--- src/rtl/assert_macros.svh ---
// Assertion macros for the RTL files of the decimal string parser.
// No dependencies; the bodies compile away when SYNTH is defined.
`ifndef ASSERT_MACROS_SVH
`define ASSERT_MACROS_SVH
`ifndef SYNTH
// Property that must hold at every clock edge outside reset.
`define ASSERT_PROP(label, clk, rst_n, prop) \
    label: assert property (@(posedge clk) disable iff (!rst_n) (prop)) \
        else $error("assertion failed");
// Condition that must never be true at a clock edge outside reset.
`define ASSERT_NEVER(label, clk, rst_n, expr) \
    label: assert property (@(posedge clk) disable iff (!rst_n) !(expr)) \
        else $error("forbidden condition seen");
`else
`define ASSERT_PROP(label, clk, rst_n, prop)
`define ASSERT_NEVER(label, clk, rst_n, expr)
`endif
`endif

--- src/rtl/sdsf_pkg.sv ---
// Package for the decimal string parser: parser phases, parse state struct
// and character constants. No dependencies.
`default_nettype none
package sdsf_pkg;

    typedef enum logic [2:0] {
        PH_START,
        PH_ZERO,
        PH_INT,
        PH_DOT,
        PH_FRAC,
        PH_ERR
    } phase_t;

    localparam logic [7:0] CH_ZERO = 8'h30;
    localparam logic [7:0] CH_NINE = 8'h39;
    localparam logic [7:0] CH_DOT  = 8'h2E;

    typedef struct packed {
        phase_t       phase;
        logic [63:0]  int_acc;
        logic [59:0]  frac_acc;
        logic [4:0]   frac_cnt;
        logic         ovf;
        logic         trunc;
    } parse_state_t;

    localparam parse_state_t PARSE_RESET = '{
        phase:    PH_START,
        int_acc:  64'd0,
        frac_acc: 60'd0,
        frac_cnt: 5'd0,
        ovf:      1'b0,
        trunc:    1'b0
    };

endpackage
`default_nettype wire

--- src/rtl/sdsf_step.sv ---
// One character step of the decimal grammar: next parse state from the
// current state and one character. Depends on sdsf_pkg.
`default_nettype none
module sdsf_step #(
    parameter int MAX_FRAC_DIGITS = 18
) (
    input  sdsf_pkg::parse_state_t cur,
    input  logic [7:0]             character,
    input  logic                   has_char,
    output sdsf_pkg::parse_state_t nxt
);
    import sdsf_pkg::*;

    logic        is_digit;
    logic        is_dot;
    logic        is_zero;
    logic [3:0]  digit;
    logic [67:0] int_wide;
    logic [67:0] int_prod;
    logic [59:0] frac_prod;
    logic        int_wraps;
    logic        frac_room;
    logic [7:0]  char_off;
    parse_state_t st;

    assign char_off  = character - CH_ZERO;
    assign is_digit  = (character >= CH_ZERO) && (character <= CH_NINE);
    assign is_dot    = (character == CH_DOT);
    assign is_zero   = (character == CH_ZERO);
    assign digit     = is_digit ? char_off[3:0] : 4'd0;

    // Times ten plus the digit as two shifts and two adds; the top four bits of the integer product show overflow.
    assign int_wide  = {4'd0, cur.int_acc};
    assign int_prod  = (int_wide << 3) + (int_wide << 1) + {64'd0, digit};
    assign int_wraps = |int_prod[67:64];
    assign frac_prod = (cur.frac_acc << 3) + (cur.frac_acc << 1) + {56'd0, digit};
    assign frac_room = cur.frac_cnt < 5'(MAX_FRAC_DIGITS);

    always_comb
    begin
        st = cur;
        case (cur.phase)
            PH_START:
            begin
                if (is_dot)
                begin
                    st.phase = PH_DOT;
                end
                else if (is_zero)
                begin
                    st.phase = PH_ZERO;
                end
                else if (is_digit)
                begin
                    st.phase = PH_INT;
                    if (!cur.ovf)
                    begin
                        if (int_wraps)
                        begin
                            st.int_acc = '1;
                            st.ovf     = 1'b1;
                        end
                        else
                        begin
                            st.int_acc = int_prod[63:0];
                        end
                    end
                end
                else
                begin
                    st.phase = PH_ERR;
                end
            end
            PH_ZERO:
            begin
                st.phase = is_dot ? PH_DOT : PH_ERR;
            end
            PH_INT:
            begin
                if (is_digit)
                begin
                    if (!cur.ovf)
                    begin
                        if (int_wraps)
                        begin
                            st.int_acc = '1;
                            st.ovf     = 1'b1;
                        end
                        else
                        begin
                            st.int_acc = int_prod[63:0];
                        end
                    end
                end
                else if (is_dot)
                begin
                    st.phase = PH_DOT;
                end
                else
                begin
                    st.phase = PH_ERR;
                end
            end
            PH_DOT, PH_FRAC:
            begin
                if (is_digit)
                begin
                    st.phase = PH_FRAC;
                    if (frac_room)
                    begin
                        st.frac_acc = frac_prod;
                        st.frac_cnt = cur.frac_cnt + 5'd1;
                    end
                    else
                    begin
                        st.trunc = 1'b1;
                    end
                end
                else
                begin
                    st.phase = PH_ERR;
                end
            end
            default:
            begin
                st.phase = PH_ERR;
            end
        endcase
        nxt = has_char ? st : cur;
    end

endmodule
`default_nettype wire

--- src/rtl/strict_decimal_string_to_fixed_top.sv ---
// A result appears on the outputs from the result register once the item carrying
// last has passed the input register and moved on (input reg, result reg).
// Throughput: one item per cycle; a held result stalls only items with last.
// The step logic is one times-ten shift-add per accumulator between registers.
// Reset (rst_n low, asynchronous) empties both registers and returns the
// parser to its start state with all accumulators and flags cleared.
`default_nettype none
module strict_decimal_string_to_fixed_top #(
    parameter int MAX_FRAC_DIGITS = 18
) (
    input  logic        clk,
    input  logic        rst_n,
    input  logic        in_valid,
    output logic        in_ready,
    input  logic [7:0]  character,
    input  logic        has_char,
    input  logic        last,
    output logic        out_valid,
    input  logic        out_ready,
    output logic        valid_res,
    output logic [63:0] int_part,
    output logic [59:0] frac_value,
    output logic [4:0]  frac_count,
    output logic        int_overflow,
    output logic        frac_truncated
);
    import sdsf_pkg::*;
    `include "assert_macros.svh"

    // Input register: one item waits here while the parse state catches up.
    logic        in_valid_reg;
    logic        in_valid_next;
    logic [7:0]  char_reg;
    logic        has_char_reg;
    logic        last_reg;

    // Parse state carried from one character to the next.
    parse_state_t state_reg;
    parse_state_t state_next;
    parse_state_t stepped;

    // Result register.
    logic        out_valid_reg;
    logic        out_valid_next;
    logic        valid_res_reg;
    logic [63:0] int_part_reg;
    logic [59:0] frac_value_reg;
    logic [4:0]  frac_count_reg;
    logic        int_overflow_reg;
    logic        frac_truncated_reg;

    logic        proceed;
    logic        finish;
    logic        ok;

    sdsf_step #(
        .MAX_FRAC_DIGITS (MAX_FRAC_DIGITS)
    ) u_step (
        .cur       (state_reg),
        .character (char_reg),
        .has_char  (has_char_reg),
        .nxt       (stepped)
    );

    // An item without last never needs the result register, so it moves on
    // at once. An item with last moves on when the result register is free
    // or is being emptied in this cycle.
    assign proceed  = in_valid_reg && (!last_reg || !out_valid_reg || out_ready);
    assign finish   = proceed && last_reg;
    assign in_ready = !in_valid_reg || proceed;

    // The string is good only if it ends after a complete integer or after
    // at least one fraction digit.
    assign ok = (stepped.phase == PH_ZERO) || (stepped.phase == PH_INT) ||
                (stepped.phase == PH_FRAC);

    always_comb
    begin
        in_valid_next  = in_ready ? in_valid : in_valid_reg;
        out_valid_next = finish ? 1'b1 : (out_valid_reg && !out_ready);
        if (finish)
        begin
            state_next = PARSE_RESET;
        end
        else if (proceed)
        begin
            state_next = stepped;
        end
        else
        begin
            state_next = state_reg;
        end
    end

    always_ff @(posedge clk or negedge rst_n)
    begin
        if (!rst_n)
        begin
            in_valid_reg  <= 1'b0;
            out_valid_reg <= 1'b0;
            state_reg     <= PARSE_RESET;
        end
        else
        begin
            in_valid_reg  <= in_valid_next;
            out_valid_reg <= out_valid_next;
            state_reg     <= state_next;
        end
    end

    always_ff @(posedge clk)
    begin
        if (in_ready)
        begin
            char_reg     <= character;
            has_char_reg <= has_char;
            last_reg     <= last;
        end
        // A rejected string reports all fields as zero.
        if (finish)
        begin
            valid_res_reg      <= ok;
            int_part_reg       <= ok ? stepped.int_acc : 64'd0;
            frac_value_reg     <= ok ? stepped.frac_acc : 60'd0;
            frac_count_reg     <= ok ? stepped.frac_cnt : 5'd0;
            int_overflow_reg   <= ok && stepped.ovf;
            frac_truncated_reg <= ok && stepped.trunc;
        end
    end

    assign out_valid      = out_valid_reg;
    assign valid_res      = valid_res_reg;
    assign int_part       = int_part_reg;
    assign frac_value     = frac_value_reg;
    assign frac_count     = frac_count_reg;
    assign int_overflow   = int_overflow_reg;
    assign frac_truncated = frac_truncated_reg;

    `ASSERT_NEVER(a_reject_zero, clk, rst_n, out_valid && !valid_res && |{int_part, frac_value})
    `ASSERT_NEVER(a_reject_flags, clk, rst_n, out_valid && !valid_res && |{frac_count, int_overflow})
    `ASSERT_PROP(a_ovf_sat, clk, rst_n, (out_valid && int_overflow) |-> (&int_part))
    `ASSERT_PROP(a_trunc_full, clk, rst_n, (out_valid && frac_truncated) |-> (frac_count == 5'(MAX_FRAC_DIGITS)))
    `ASSERT_NEVER(a_cnt_limit, clk, rst_n, state_reg.frac_cnt > 5'(MAX_FRAC_DIGITS))

endmodule
`default_nettype wire
--- config.mk ---
export PLATFORM = sky130hd
export DESIGN_NAME = strict_decimal_string_to_fixed_top
export DESIGN_NICKNAME = d
export VERILOG_FILES = /design/src/rtl/sdsf_pkg.sv /design/src/rtl/sdsf_step.sv /design/src/rtl/strict_decimal_string_to_fixed_top.sv
export VERILOG_INCLUDE_DIRS = /design/src /design/src/rtl
export SDC_FILE = /design/constraint.sdc
export NUM_CORES = 1
export LEC_CHECK = 0
export BUFFER_PORTS_ARGS = -buffer_cell sky130_fd_sc_hd__clkbuf_2
export CORE_ASPECT_RATIO = 1.5
export CORE_MARGIN = 4
export CORE_UTILIZATION = 35
export CTS_CLUSTER_DIAMETER = 150
export DETAILED_ROUTE_END_ITERATION = 10
export PLACE_DENSITY = 0.62
export SETUP_SLACK_MARGIN = 0.02
export SYNTH_ARGS = -nofsm -noshare
export SYNTH_HDL_FRONTEND = slang
export SYNTH_SLANG_ARGS = --single-unit
--- constraint.sdc ---
create_clock -name clk -period 7.5 [get_ports clk]
set_input_delay 2.25 -clock clk [delete_from_list [all_inputs] [get_ports clk]]
set_output_delay 2.25 -clock clk [all_outputs]
set_load 0.03 [all_outputs]
==> impl_results.md <==
* Number of cell instances on the worst register-to-register path at 20
* First-pass detailed-route iteration total at 5
* Syn Std Cell Area at just over 20000 sq um
* Minimum clock period at 6630 ps
* Area occupied by multi-input gates at between 10000 and 15000 sq um
* Number of nets in the layout at between 2000 and 3000
* Crit. End Element: flop
* Mapped Nets at about 2600
* Count of standard-cell rows at between 100 and 150
* Horizontal extent of the die at 207 um
* Drc violations at 0
* Critical path buffers and inverters at 2
* Overflow left after global routing at 0
* Avg Inst Size Synth at roughly 9 sq um
* Cts bufs inserted at 30
* GR Util All Layers at 21.3%
* Data arrival, critical path at just under 7000 ps
* Primary FF master, synth: sky130_fd_sc_hd__edfxtp_1
* Slew margin rel. at ~22%
* Fraction of registers with async set or reset after synthesis at 48.9%
* Maximum operating frequency at approximately 150 MHz
* Diodes inserted at 0
* GR peak layer: met2
* Depth of the CTS H-tree at 1
* CTS clk-pin slew, worst paths at about 70 ps
* Number of flip-flops under the largest register name at 134
* Detailed router's first-iteration violation count at 1162
* Total power density per cell area at ~190 nW/um^2
* Top cells by area, synth: sky130_fd_sc_hd__edfxtp_1 21%, sky130_fd_sc_hd__dfrtp_1 16%, sky130_fd_sc_hd__ha_1 15%, sky130_fd_sc_hd__nand2_1 5.3%, sky130_fd_sc_hd__a21oi_1 5.0%
* Hold slack at 497 ps
* Area added between synthesis and finish at 12.0%
* Hold Path Class: flop to flop
* Total routed wirelength at between 60000 and 70000 um
* Met3 track demand over resource at between 2 and 2.5%
* Hold Fails Final Rpt at 0
* Post-route clock period utilization at 88.3%
* Most common cell after layout, fill and taps aside: sky130_fd_sc_hd__nand2_1
* Global-route wire length before repair at 107000 um
* Endpoint of the worst-slack reg-to-reg timing path: int_part[16]
* Fraction of post-synthesis cell area in the top cell type by area at between 20% and 30%
* Clock insertion delay at the later pin of the skew report at between 500 and 600 ps
* TNS Setup at 0 ps
* Estimated wirelength of the detail-placed design at 50800 um
* Critical-path maximum fanout at 28
* Number of stages on the worst hold path at 2
* # port buffers at 147
* Vias in the first global route at between 15000 and 20000
* WL/cell at 21.7 um
* Cell chosen for the clock root: sky130_fd_sc_hd__clkbuf_16
* Setup repair after global routing missed its margin: no
* Boundary Pins at about 150
* Hold Startpoint: state_reg[66]
* Critical-path top delay cell: sky130_fd_sc_hd__nand4_2
* Avg Vias per Cell at roughly 6
* Critical-path cell list: nor3b_1 > nand2_1 > a21oi_1 > and2_1 > ha_1 > ha_1 > inv_1 > fa_1 > nor2b_1 > o31a_1 > o31ai_4 > o221a_2 > o22ai_2 > o21a_1 > a311o_2 > a21oi_4 > nand4_2 > buf_4 > o311ai_1 > o21ai_1
* Final worst clock skew at around 16 ps
* Kind of launch point of the worst setup path: flop
* Cell taking the most area after synthesis: sky130_fd_sc_hd__edfxtp_1
* Total of cells resized after clock tree synthesis at 0
* Type of the worst setup path: flop to flop
* Total die area at roughly 63000 sq um
* Number of flops mapped to enable cells by yosys at between 100 and 150
* Final Max Slew Viols at 0
* Worst stage delay on the critical path at between 800 and 900 ps
* Leakage power figure at around 11 nW
* Vertical die dimension at 306 um
* Worst vdd rail ir drop at between 100 and 150 uV
* Max-cap violations at 0
* Number of buffers inserted by post-CTS setup repair at 0
* Number of filler cells placed in the layout at between 5000 and 6000
* Antenna viol nets, final at 0
* Met1 routing resource usage after global routing at about a quarter
* Total of endpoints with negative setup slack in the final report at 0
* Fraction of layout cells with a size suffix above 1 at 10.8%
* Maximum clock path buffer count at 3
* Via count at around 19000
* Outcome: finished clean
* Num Clock Sinks at about 280
* Commonest cells after routing, fill and taps aside: 291 x sky130_fd_sc_hd__nand2_1, 242 x sky130_fd_sc_hd__ha_1, 208 x sky130_fd_sc_hd__a21oi_1
* M2 GR Usage at between 30% and 40%
* Register bit count reported by yosys at 278
* Sequential cell area at roughly 7700 sq um
* Gate family responsible for the most delay along the worst path: compound AO/OA/AOI/OAI gates
* Reg2reg start: char_reg[7]
* Std-Cell Core Area at just under 60000 sq um
* Yosys warning count at 0
* Routability Congestion at 0.968
* Slew @ Worst Pin at around 1200 ps
* Register-to-register setup slack at roughly 900 ps
* Clock tree from TritonCTS: built
* Required arrival time at the worst endpoint at around 8000 ps
* Sequential element share of the synthesized area at 37.0%
* End point of the most critical hold path: state_reg[66]
* Starting density of the core at between 30% and 40%
* Largest net degree at the start of global routing at a little over 80
* Number of distinct standard cells referenced by the synthesized netlist at 88
* Number of antenna violations at the first check in global routing at 0
* Hold buffer count at cts at 0
* Cells after Synth at 2304
* Most prevalent standard cell on the critical path: sky130_fd_sc_hd__ha_1
[power by group]
group / total [mW] / switching (mW) / internal, mW
logic: 0.947 / 0.692 / 0.255
clock network: 1.53 / 0.684 / 0.842
registers: 1.82 / 0.0963 / 1.72
total: 4.29 / 1.47 / 2.82
[synth_stat cells (31+ instances only)]
cell type,instances
sky130_fd_sc_hd__o21ai_1,31
sky130_fd_sc_hd__clkbuf_1,99
sky130_fd_sc_hd__a21oi_1,208
sky130_fd_sc_hd__inv_1,55
sky130_fd_sc_hd__nand2_1,293
sky130_fd_sc_hd__nor3_1,56
sky130_fd_sc_hd__ha_1,242
sky130_fd_sc_hd__dfrtp_1,136
sky130_fd_sc_hd__xnor2_1,68
sky130_fd_sc_hd__nor2_1,170
sky130_fd_sc_hd__a21o_1,59
sky130_fd_sc_hd__o21ai_0,179
sky130_fd_sc_hd__a22o_1,42
sky130_fd_sc_hd__xor2_1,43
sky130_fd_sc_hd__edfxtp_1,142
sky130_fd_sc_hd__nand3_1,45
[worst max path at each step]
stage	depth (start not counted)	slack, ps	end	startpoint
finish	20	870	int_part[16]	char_reg[7]
global route	20	670	int_part[8]	char_reg[7]
CTS	20	1030	int_part[8]	char_reg[7]
detailed placement	20	1090	int_part[8]	char_reg[7]
global placement	20	1200	int_part[58]	char_reg[7]
floorplan	6	1400	frac_count[0]	out_ready
[worst reg2reg max path: cells and delay by family, from the launching register on]
kind / cells / cell delay [ps]
compound gates: 10 / 2770
simple gates: 5 / 1930
fa+ha+maj: 3 / 690
flops: 1 / 360
buf+inv: 2 / 600
[final cells by class]
type                    count  share of cell area [%]
clock buffers              35                    3.45
clock inverters            21                   0.798
inverters                  55                   0.911
multi-input cells        1852                    53.4
flip-flops and latches    278                    33.1
well taps                 770                    4.15
repair buffers            176                    4.19
[stage by stage]
step	total power, mW	util [%]	instance area, sq um	cells	setup slack (ps)
floorplan	2.44	-	20700	2304	1400
global placement	2.79	38.1	22200	3131	1200
detailed placement	2.80	38.1	22200	3131	1090
CTS	4.34	39.8	23200	3187	1030
global route	4.49	39.8	23200	3187	666
finish	4.29	39.8	23200	3187	875
[routing by layer]
layer  routed length, um  share of wire [%]
met4                4120                6.0
met1               25900                 38
met2               35600                 52
met3                3430                5.0
met5                   0                  0
[logic make-up after synthesis]
kind of cell             Yosys count  share of synthesized area [%]
AND/OR/NAND/NOR                  714                           15.7
XOR/XNOR                         112                           4.77
flip-flops                       278                           37.0
adder cells (fa/ha/maj)          246                           15.0
AO/OA/AOI/OAI                    771                           23.7
multiplexers                       9                          0.441
buffers and inverters            174                           3.37
Note: power is estimated with default switching activity, not from simulation.
